File: config.mk
export PLATFORM = sky130hd
export DESIGN_NAME = magic_word_frame_deframer
export DESIGN_NICKNAME = d
export VERILOG_FILES = /design/src/rtl/core/mwfd_pkg.sv /design/src/rtl/core/mwfd_cfg.sv /design/src/rtl/core/mwfd_core.sv /design/src/rtl/core/magic_word_frame_deframer.sv
export SDC_FILE = /design/constraint.sdc
export NUM_CORES = 1
export LEC_CHECK = 0
export ABC_AREA = 1
export BUFFER_PORTS_ARGS = -buffer_cell sky130_fd_sc_hd__buf_4
export CAP_MARGIN = 0
export CORE_MARGIN = 5
export CORE_UTILIZATION = 60
export DETAILED_ROUTE_END_ITERATION = 8
export HOLD_SLACK_MARGIN = 0.02
export PLACE_DENSITY = 0.83
export SYNTH_ARGS = -nofsm -noshare
export SYNTH_HDL_FRONTEND = slang
export SYNTH_SLANG_ARGS = --single-unit
File: constraint.sdc
create_clock -name aclk -period 8 [get_ports aclk]
set_clock_uncertainty 0.1 [all_clocks]
set_input_delay 2 -clock aclk [delete_from_list [all_inputs] [get_ports aclk]]
set_output_delay 2 -clock aclk [all_outputs]
set_load 0.1 [all_outputs]
File: src/rtl/core/mwfd_pkg.sv
// Package for the magic word frame deframer: types, register codes and reset values.
`timescale 1ns / 1ps

package mwfd_pkg;

    localparam int unsigned WORD_W = 32;
    localparam int unsigned BYTE_W = 8;
    localparam int unsigned CFG_IDX_W = 2;

    localparam logic [WORD_W-1:0] HEADER_RESET = 32'h18AB_C427;
    localparam logic [WORD_W-1:0] FOOTER_RESET = 32'h9ABE_8873;
    localparam logic [WORD_W-1:0] MAXPAY_RESET = 32'd65535;

    // Configuration register indexes
    localparam logic [CFG_IDX_W-1:0] REG_HEADER = 2'd0;
    localparam logic [CFG_IDX_W-1:0] REG_FOOTER = 2'd1;
    localparam logic [CFG_IDX_W-1:0] REG_MAXPAY = 2'd2;

    typedef enum logic [2:0] {
        PH_HUNT    = 3'd0,
        PH_SENDER  = 3'd1,
        PH_LENGTH  = 3'd2,
        PH_PAYLOAD = 3'd3,
        PH_FOOTER  = 3'd4
    } phase_t;

    typedef enum logic [1:0] {
        KIND_DATA = 2'd0,
        KIND_ACK  = 2'd1,
        KIND_NAK  = 2'd2
    } kind_t;

    typedef struct packed {
        logic [WORD_W-1:0] header_word;
        logic [WORD_W-1:0] footer_word;
        logic [WORD_W-1:0] max_payload;
    } cfg_t;

    typedef struct packed {
        logic              valid;
        kind_t             kind;
        logic [BYTE_W-1:0] data_byte;
        logic [BYTE_W-1:0] src_id;
        logic [WORD_W-1:0] payload_length;
    } result_t;

endpackage

File: src/rtl/core/mwfd_cfg.sv
// Configuration register file of the frame deframer.
`timescale 1ns / 1ps

module mwfd_cfg
    import mwfd_pkg::*;
(
    input  logic                 aclk,
    input  logic                 aresetn,
    input  logic                 cfg_valid,
    output logic                 cfg_ready,
    input  logic [CFG_IDX_W-1:0] cfg_index,
    input  logic [WORD_W-1:0]    cfg_data,
    output cfg_t                 cfg
);

    cfg_t cfg_reg;

    assign cfg_ready = 1'b1;
    assign cfg       = cfg_reg;

    // Write the addressed register; drop writes to unused indexes
    always_ff @(posedge aclk) begin
        if (!aresetn) begin
            cfg_reg.header_word <= HEADER_RESET;
            cfg_reg.footer_word <= FOOTER_RESET;
            cfg_reg.max_payload <= MAXPAY_RESET;
        end else if (cfg_valid) begin
            case (cfg_index)
                REG_HEADER: cfg_reg.header_word <= cfg_data;
                REG_FOOTER: cfg_reg.footer_word <= cfg_data;
                REG_MAXPAY: cfg_reg.max_payload <= cfg_data;
                default: ;
            endcase
        end
    end

endmodule

File: src/rtl/core/mwfd_core.sv
// Frame parser: phase state, counters and the result of one received byte.
`timescale 1ns / 1ps

module mwfd_core
    import mwfd_pkg::*;
(
    input  logic              aclk,
    input  logic              aresetn,
    input  logic              advance,
    input  logic [BYTE_W-1:0] in_byte,
    input  cfg_t              cfg,
    output result_t           result
);

    phase_t            phase_reg,  phase_next;
    logic [WORD_W-1:0] window_reg, window_next;
    logic [WORD_W-1:0] count_reg,  count_next;
    logic [BYTE_W-1:0] sender_reg, sender_next;
    logic [WORD_W-1:0] length_reg, length_next;
    logic [WORD_W-1:0] byte_shifted;
    logic [WORD_W-1:0] count_inc;

    // Place the byte at its little-endian lane within a word
    assign byte_shifted = {{(WORD_W-BYTE_W){1'b0}}, in_byte} << {count_reg[1:0], 3'b000};
    assign count_inc    = count_reg + 32'd1;

    // Next state and result
    always_comb begin
        phase_next  = phase_reg;
        window_next = window_reg;
        count_next  = count_reg;
        sender_next = sender_reg;
        length_next = length_reg;
        result.valid          = 1'b0;
        result.kind           = KIND_DATA;
        result.data_byte      = '0;
        case (phase_reg)
            PH_SENDER: begin
                sender_next = in_byte;
                length_next = '0;
                count_next  = '0;
                phase_next  = PH_LENGTH;
            end
            PH_LENGTH: begin
                length_next = length_reg | byte_shifted;
                count_next  = count_inc;
                if (count_reg[1:0] == 2'd3) begin
                    if (length_next == '0 || length_next > cfg.max_payload) begin
                        phase_next   = PH_HUNT;
                        window_next  = '0;
                        count_next   = '0;
                        result.valid = 1'b1;
                        result.kind  = KIND_NAK;
                    end else begin
                        count_next = '0;
                        phase_next = PH_PAYLOAD;
                    end
                end
            end
            PH_PAYLOAD: begin
                count_next       = count_inc;
                result.valid     = 1'b1;
                result.kind      = KIND_DATA;
                result.data_byte = in_byte;
                if (count_inc >= length_reg) begin
                    phase_next  = PH_FOOTER;
                    count_next  = '0;
                    window_next = '0;
                end
            end
            PH_FOOTER: begin
                window_next = window_reg | byte_shifted;
                count_next  = count_inc;
                if (count_reg[1:0] == 2'd3) begin
                    result.valid = 1'b1;
                    result.kind  = (window_next == cfg.footer_word) ? KIND_ACK : KIND_NAK;
                    phase_next   = PH_HUNT;
                    window_next  = '0;
                    count_next   = '0;
                end
            end
            default: begin
                // Hunt: slide the window, oldest byte least significant
                phase_next  = PH_HUNT;
                window_next = {in_byte, window_reg[WORD_W-1:BYTE_W]};
                if (count_reg < 32'd4) begin
                    count_next = count_inc;
                end
                if (count_next >= 32'd4 && window_next == cfg.header_word) begin
                    phase_next = PH_SENDER;
                    count_next = '0;
                end
            end
        endcase
        result.src_id         = sender_next;
        result.payload_length = length_next;
    end

    // Advance state once per taken item
    always_ff @(posedge aclk) begin
        if (!aresetn) begin
            phase_reg  <= PH_HUNT;
            window_reg <= '0;
            count_reg  <= '0;
            sender_reg <= '0;
            length_reg <= '0;
        end else if (advance) begin
            phase_reg  <= phase_next;
            window_reg <= window_next;
            count_reg  <= count_next;
            sender_reg <= sender_next;
            length_reg <= length_next;
        end
    end

endmodule

File: src/rtl/core/magic_word_frame_deframer.sv
// Magic word frame deframer top level: input register, parser, result register.
// A byte is held in the input register, and its parsed result is loaded into the result register.
// Throughput: one byte per cycle unless stalled; the parser advances as each held byte moves on.
// The input side stalls only while the result register holds an item not yet taken.
// Reset (aresetn low, synchronous): header hunt, cleared window and counters, registers
// at their defaults, both pipeline registers empty.
`timescale 1ns / 1ps

module magic_word_frame_deframer
    import mwfd_pkg::*;
(
    input  logic                 aclk,
    input  logic                 aresetn,
    input  logic                 s_valid,
    output logic                 s_ready,
    input  logic [BYTE_W-1:0]    s_in_byte,
    output logic                 m_valid,
    input  logic                 m_ready,
    output logic [1:0]           m_kind,
    output logic [BYTE_W-1:0]    m_data_byte,
    output logic [BYTE_W-1:0]    m_src_id,
    output logic [WORD_W-1:0]    m_payload_length,
    input  logic                 cfg_valid,
    output logic                 cfg_ready,
    input  logic [CFG_IDX_W-1:0] cfg_index,
    input  logic [WORD_W-1:0]    cfg_data
);

    cfg_t              cfg;
    result_t           result;
    logic              in_valid_reg;
    logic [BYTE_W-1:0] in_byte_reg;
    result_t           out_reg;
    logic              advance;

    mwfd_cfg u_cfg (
        .aclk      (aclk),
        .aresetn   (aresetn),
        .cfg_valid (cfg_valid),
        .cfg_ready (cfg_ready),
        .cfg_index (cfg_index),
        .cfg_data  (cfg_data),
        .cfg       (cfg)
    );

    mwfd_core u_core (
        .aclk    (aclk),
        .aresetn (aresetn),
        .advance (advance),
        .in_byte (in_byte_reg),
        .cfg     (cfg),
        .result  (result)
    );

    // Move the held item into the parser when the result slot is free or being taken
    assign advance = in_valid_reg && (!out_reg.valid || m_ready);
    assign s_ready = !in_valid_reg || advance;

    // Input register
    always_ff @(posedge aclk) begin
        if (!aresetn) begin
            in_valid_reg <= 1'b0;
        end else if (s_ready) begin
            in_valid_reg <= s_valid;
        end
    end

    always_ff @(posedge aclk) begin
        if (s_ready && s_valid) begin
            in_byte_reg <= s_in_byte;
        end
    end

    // Result register: load on advance, drop once taken
    always_ff @(posedge aclk) begin
        if (!aresetn) begin
            out_reg.valid <= 1'b0;
        end else if (advance) begin
            out_reg.valid <= result.valid;
        end else if (m_ready) begin
            out_reg.valid <= 1'b0;
        end
        if (advance && result.valid) begin
            out_reg.kind           <= result.kind;
            out_reg.data_byte      <= result.data_byte;
            out_reg.src_id         <= result.src_id;
            out_reg.payload_length <= result.payload_length;
        end
    end

    assign m_valid          = out_reg.valid;
    assign m_kind           = out_reg.kind;
    assign m_data_byte      = out_reg.data_byte;
    assign m_src_id         = out_reg.src_id;
    assign m_payload_length = out_reg.payload_length;

endmodule

## Word-level counts from Yosys, hierarchy flattened

Cells that the tools add are included.

| operators by class | value |
|---|---|
| add/subtract/negate cells | 1 |
| order comparisons | 4 |
| eq/ne operators | 13 |
| shift operators | 1 |
| mux-type cells | 26 |
| bitwise logic cells | 3 |
| reduce and logical (&&, ||, !) cells | 19 |

Operator list:

| cell | number |
|---|---|
| $mux W32 | 9 |
| $pmux W32 S4 | 1 |
| $pmux W32 S3 | 1 |
| $eq A32 B32 Y1 | 2 |
| $or A32 B32 Y32 | 2 |
| $pmux W32 S2 | 1 |
| $add A32 B1 Y32 const B | 1 |
| $ge A32 B3 Y1 const B | 1 |
| $ge A32 B32 Y1 | 1 |
| $gt A32 B32 Y1 | 1 |
| $logic_not A32 Y1 | 1 |
| $lt A32 B3 Y1 const B | 1 |
| $shl A8 B5 Y32 | 1 |
| $mux W3 | 6 |
| $pmux W3 S4 | 1 |
| $pmux W3 S3 | 1 |
| $mux W8 | 1 |
| $ne A2 B1 Y1 const B | 4 |
| $eq A3 B2 Y1 const B | 2 |
| $reduce_and A2 Y1 | 3 |
| $reduce_and A5 Y1 | 1 |
| $eq A2 B2 Y1 const B | 2 |
| $logic_and A1 B1 Y1 | 4 |
| $mux W2 | 2 |
| 12 further kinds | 17 |

| word-level totals | value |
|---|---|
| register bits after elaboration | 263 |
| input bits | 47 |
| output and inout port bits | 53 |
| logic and storage cells | 82 |

## Longest topological paths before layout

| depth | value |
|---|---|
| depth after elaboration | 8 |
| gate-level depth with buffers | 25 |

## Cells and area by module

From an unflattened synthesis, not the netlist that was laid out.

| second synthesis, totals | value |
|---|---|
| cell total of the unflattened synthesis | 2185 |
| area total of the unflattened synthesis | 15169.5 um2 |

Modules (own cells, without submodules):

| module | times used | cells an instance | area each (um2) | sequential area each (um2) |
|---|---|---|---|---|
| mwfd_core | 1 | 1579 | 9560.4 | 2142.1 |
| mwfd_cfg | 1 | 531 | 3759.9 | 1921.8 |
| magic_word_frame_deframer | 1 | 75 | 1849.3 | 1781.7 |

## Worst setup path before layout

No wires, ideal clock.

| timing | value |
|---|---|
| path kind | input-to-output |
| start | input port m_ready |
| end | output port s_ready |
| arrival | 2.808 ns |
| data required time | 5.900 ns |
| path slack | 3.092 ns |
| stages | 2 |
| cell sequence | inv_1 > nand3_1 |

| on the way | value |
|---|---|
| cells in the longest elaborated chain, start to end | 3 |

RTL lines:

| what | line | source |
|---|---|---|
| start: declaration | magic_word_frame_deframer.sv:18 | `input logic m_ready,` |
| $logic_or A1 B1 Y1 | magic_word_frame_deframer.sv:56 | `assign advance = in_valid_reg && (!out_reg.valid \|\| m_ready);` |
| $logic_and A1 B1 Y1 | magic_word_frame_deframer.sv:56 |  |
| $logic_or A1 B1 Y1 | magic_word_frame_deframer.sv:57 | `assign s_ready = !in_valid_reg \|\| advance;` |
| end: declaration | magic_word_frame_deframer.sv:15 | `output logic s_ready,` |

Every way passes these cells.

## Worst setup path after layout

| timing | value |
|---|---|
| start | register u_core.count_reg[1] |
| end | register u_core.window_reg[28] |

| on the way | value |
|---|---|
| cells in the longest elaborated chain, start to end | 6 |
| elaborated cells between the ends (all ways) | 15 |
| those cells by class | add/sub: 1; order compare: 2; eq/ne: 4; shift: 1; mux: 2; bitwise: 2; reduce/logical: 3 |

RTL lines:

| what | line | source |
|---|---|---|
| start: declaration | mwfd_core.sv:17 | `logic [WORD_W-1:0] count_reg, count_next;` |
| start signal: assignment | mwfd_core.sv:110 | `count_reg <= count_next;` |
| parallel branches: the longest is 6 deep, another holds $add A32 B1 Y32 | n/a |  |
| end signal: assignment | mwfd_core.sv:109 | `window_reg <= window_next;` |
| end: declaration | mwfd_core.sv:16 | `logic [WORD_W-1:0] window_reg, window_next;` |

Several ways; the timed one is not identified.
A chain may end at the register's enable or synchronous reset.

==> flow_summary.toml <==
[sta]
timing.final.ws_setup_ns = 3.025
min_period_over_period_pct = 62.18
rsz0062_at_grt = "no"
hold_violations = 0
setup_viol = 0
fin_tns_setup_ns = 0
final_period_minus_worst_setup_slack_ns = 4.975
slew_violations = 0
worst_slew_pin_slew_ns = 1.257
max_clock_freq_mhz = 201.0
relSlewSlack_pct = 16.10

[logic_synthesis]
yosysMostFrequentCell = "nand2_1"
synth.avg_cell_area_um2 = 7.197
ys_ff_latch = 263
synth_ff_type = "dfxtp_1"
synth_area_mm2 = 0.01449
yosysWarningCount = 0
ys_seq_area_share_pct = 40.35
syn_nets = 2126
synth_cell_types = 43
yosys.area.top_type = "dfxtp_1"
yosysTopAreaCellShare_pct = 28.33
synth_edf_count = 58
syn_inst = 2013
synthArstFlopShare_pct = 0
yosys-top-cells-count = "nand2_1 (407), inv_1 (271), nor2_1 (238)"
synthTopCellsByArea = "dfxtp_1 (28%), edfxtp_1 (12%), nand2_1 (11%), inv_1 (7.0%), nor2_1 (6.2%)"

[clock_network]
post-cts-setup-buffers = 0
clkTransAtPathRegs_ns = 0.07
cts_resized = 0
clockRootBuffer = "clkbuf_16"
h-tree-depth = 1
insertion_delay_ns = 0.57
cts_tree = "done"
numCtsBuffers = 28
cts_buffer_depth = 3
clock_sinks = 263
hold_buffers = 0

[power_and_ir_drop]
p_leak_nw = 7.741
ir_worst_vdd_v = 0.0001598
p_seq_share_pct = 43.3
p_sw_mw = 1.059
power_per_cell_area_mw_per_mm2 = 212.7
internal_power_mw = 2.384
switching_share_pct = 30.76
power_frac_comb_pct = 18.3
p_clk_share_pct = 38.4

[placed_design]
placed_cells = 2343
portBuffers = 98
gpl.final_weighted_congestion = 0.9420
place_area_mm2 = 0.01525
hpwl_um = 30030
pre_cts_slack_ns = 3.183

[layout]
syn_to_final_growth_pct = 11.72
final_cells = 2395
drive_gt1_share_pct = 9.056
fill_cells = 1969
final_nets = 2167
largest_reg_flops = 96
post-route-util_pct = 68.55
insertedDiodeCount = 0
final_area_mm2 = 0.01619

[setup_path]
critPathKind = "reg2reg"
ff2ff_path_depth = 22
crit_start = "u_core.count_reg[1]$_SDFFE_PN0P_"
reg2reg_slack_ns = 3.03
worstSetupEndpointType = "flop"
startpoint_type = "flop"
crit_path_max_fanout = 64
cp.required_ns = 8.35
crit_arrival_ns = 5.33
r2r-start = "u_core.count_reg[1]$_SDFFE_PN0P_"
reg2reg_to = "u_core.window_reg[28]$_SDFFE_PN0P_"

[min_path]
min_from = "u_cfg.cfg[17]$_SDFFE_PN0P_"
hold-path-endpoint = "u_cfg.cfg[17]$_SDFFE_PN0P_"
hold_class = "reg2reg"
worst_hold_path.num_cells = 2

[global_routing]
met2_usage_pct = 48.70
use_met1_pct = 42.42
grt_use_total_pct = 31.13
antenna_found_initial = 0
grt_use_met3_pct = 5.014
grt_remaining_overflow = 0
grt_first_pass_wirelength_um = 67610
grt_pass1_vias = 12767
grt_max_degree = 106
grt-busiest-layer = "met2"

[floorplan]
ios = 100
initial_utilization_pct = 61.36
die_x_um = 165.4
coreArea_mm2 = 0.02361
die_h_um = 165.4
die_area_mm2 = 0.02735
rows = 56

[detailed_routing]
drtPass1Iterations = 6
drtAntennaViolNets = 0
vias = 13798
drt_iter0_markers = 1529
drc = 0
avgViaCountPerCell = 5.761
wl_per_cell_um = 18.04
wl_um = 43210

[job]
cap_violations = 0

[status]
status = "complete, no violations"
[power by group through the flow]
stage | clock network, mW | registers, mW | logic [mW]
finish | 1.32 | 1.49 | 0.630
global route | 1.39 | 1.50 | 0.699
CTS | 1.32 | 1.49 | 0.617
detailed placement | 0 | 1.52 | 0.611
global placement | 0 | 1.51 | 0.592
floorplan | 0 | 1.50 | 0.460
[routing by layer]
metal | vias to the layer above | wire length (um) | part of all wire (%)
met4 | 0 | 2276 | 5.3
met5 | - | 0 | 0
met1 | 6327 | 17580 | 41
met2 | 760 | 19060 | 44
li1 | 6574 | - | -
met3 | 137 | 4294 | 9.9
[worst max-delay path, cell delays in order (launching register included)]
cell	delay (ns)
dfxtp_1	0.65
ha_1	0.34
inv_1	0.14
nor2_1	0.12
nand2_1	0.09
nor3_1	0.23
nand2_1	0.13
nor2_1	0.29
nand3_1	0.14
xor2_1	0.15
inv_1	0.07
ha_1	0.27
nand2_1	0.04
nor2_1	0.11
nand2_1	0.10
nor2_1	0.19
nand2_1	0.17
nand4_1	0.26
nand3_1	0.23
nor2_8	0.69
nand2_1	0.13
nand2_1	0.11
nor2_1	0.05
[worst max-delay path by stage]
stage | end | depth (start not counted)
finish | u_core.window_reg[28]$_SDFFE_PN0P_ | 22
detailed placement | u_core.window_reg[2]$_SDFFE_PN0P_ | 22
CTS | u_core.window_reg[28]$_SDFFE_PN0P_ | 22
global placement | s_ready | 4
floorplan | s_ready | 2
global route | u_core.window_reg[16]$_SDFFE_PN0P_ | 22
[layout make-up]
class | instances | area, um2 | area share (%)
multi-input cells | 1372 | 7142 | 44.12
flip-flops and latches | 263 | 5846 | 36.12
inverters | 281 | 1055 | 6.517
repair buffers | 108 | 810.8 | 5.009
clock buffers | 32 | 725.7 | 4.484
well taps | 319 | 399.1 | 2.466
clock inverters | 20 | 207.7 | 1.283
[metrics by stage]
step                power, mW  hold WS, ns
finish                  3.443       0.3706
CTS                     3.430       0.3655
global route            3.583       0.3816
global placement        2.107       0.3538
detailed placement      2.128       0.3558
floorplan               1.960       0.3353
[kinds of logic (layout without fill, tap and decap cells)]
logic type	Yosys count	after routing	synth area share (%)
and+or+nand+nor	885	885	26.10
other	1	1	0.02588
AOI/OAI and AO/OA	339	339	12.49
DFF	263	263	40.35
xor gates and xnor gates	81	81	4.897
buffers and inverters	378	441	10.44
adders and majority gates	66	66	5.700
[cell usage in the layout, fill, tap and decap left out, types with 2 or more instances in the layout]
cell type   instances
nand2_1           406
inv_1             269
nor2_1            236
dfxtp_1           205
nand3_1           152
a21oi_1           144
o21ai_0           137
buf_4             108
xor2_1             67
ha_1               66
edfxtp_1           58
nor3_1             29
clkbuf_16          28
nand4_1            22
o211ai_1           18
o22ai_1            15
xnor2_1            14
clkinv_1            9
nor4_1              9
inv_2               8
nand3_2             8
nor2_2              7
clkinv_2            7
nand2_2             6
o21a_1              6
o21ai_1             6
a22oi_1             5
o21bai_1            3
bufinv_16           3
clkinvlp_4          3
clkbuf_1            3
nor3_2              2
a21o_1              2
a21boi_0            2
Power figures use the tool's default switching activity.
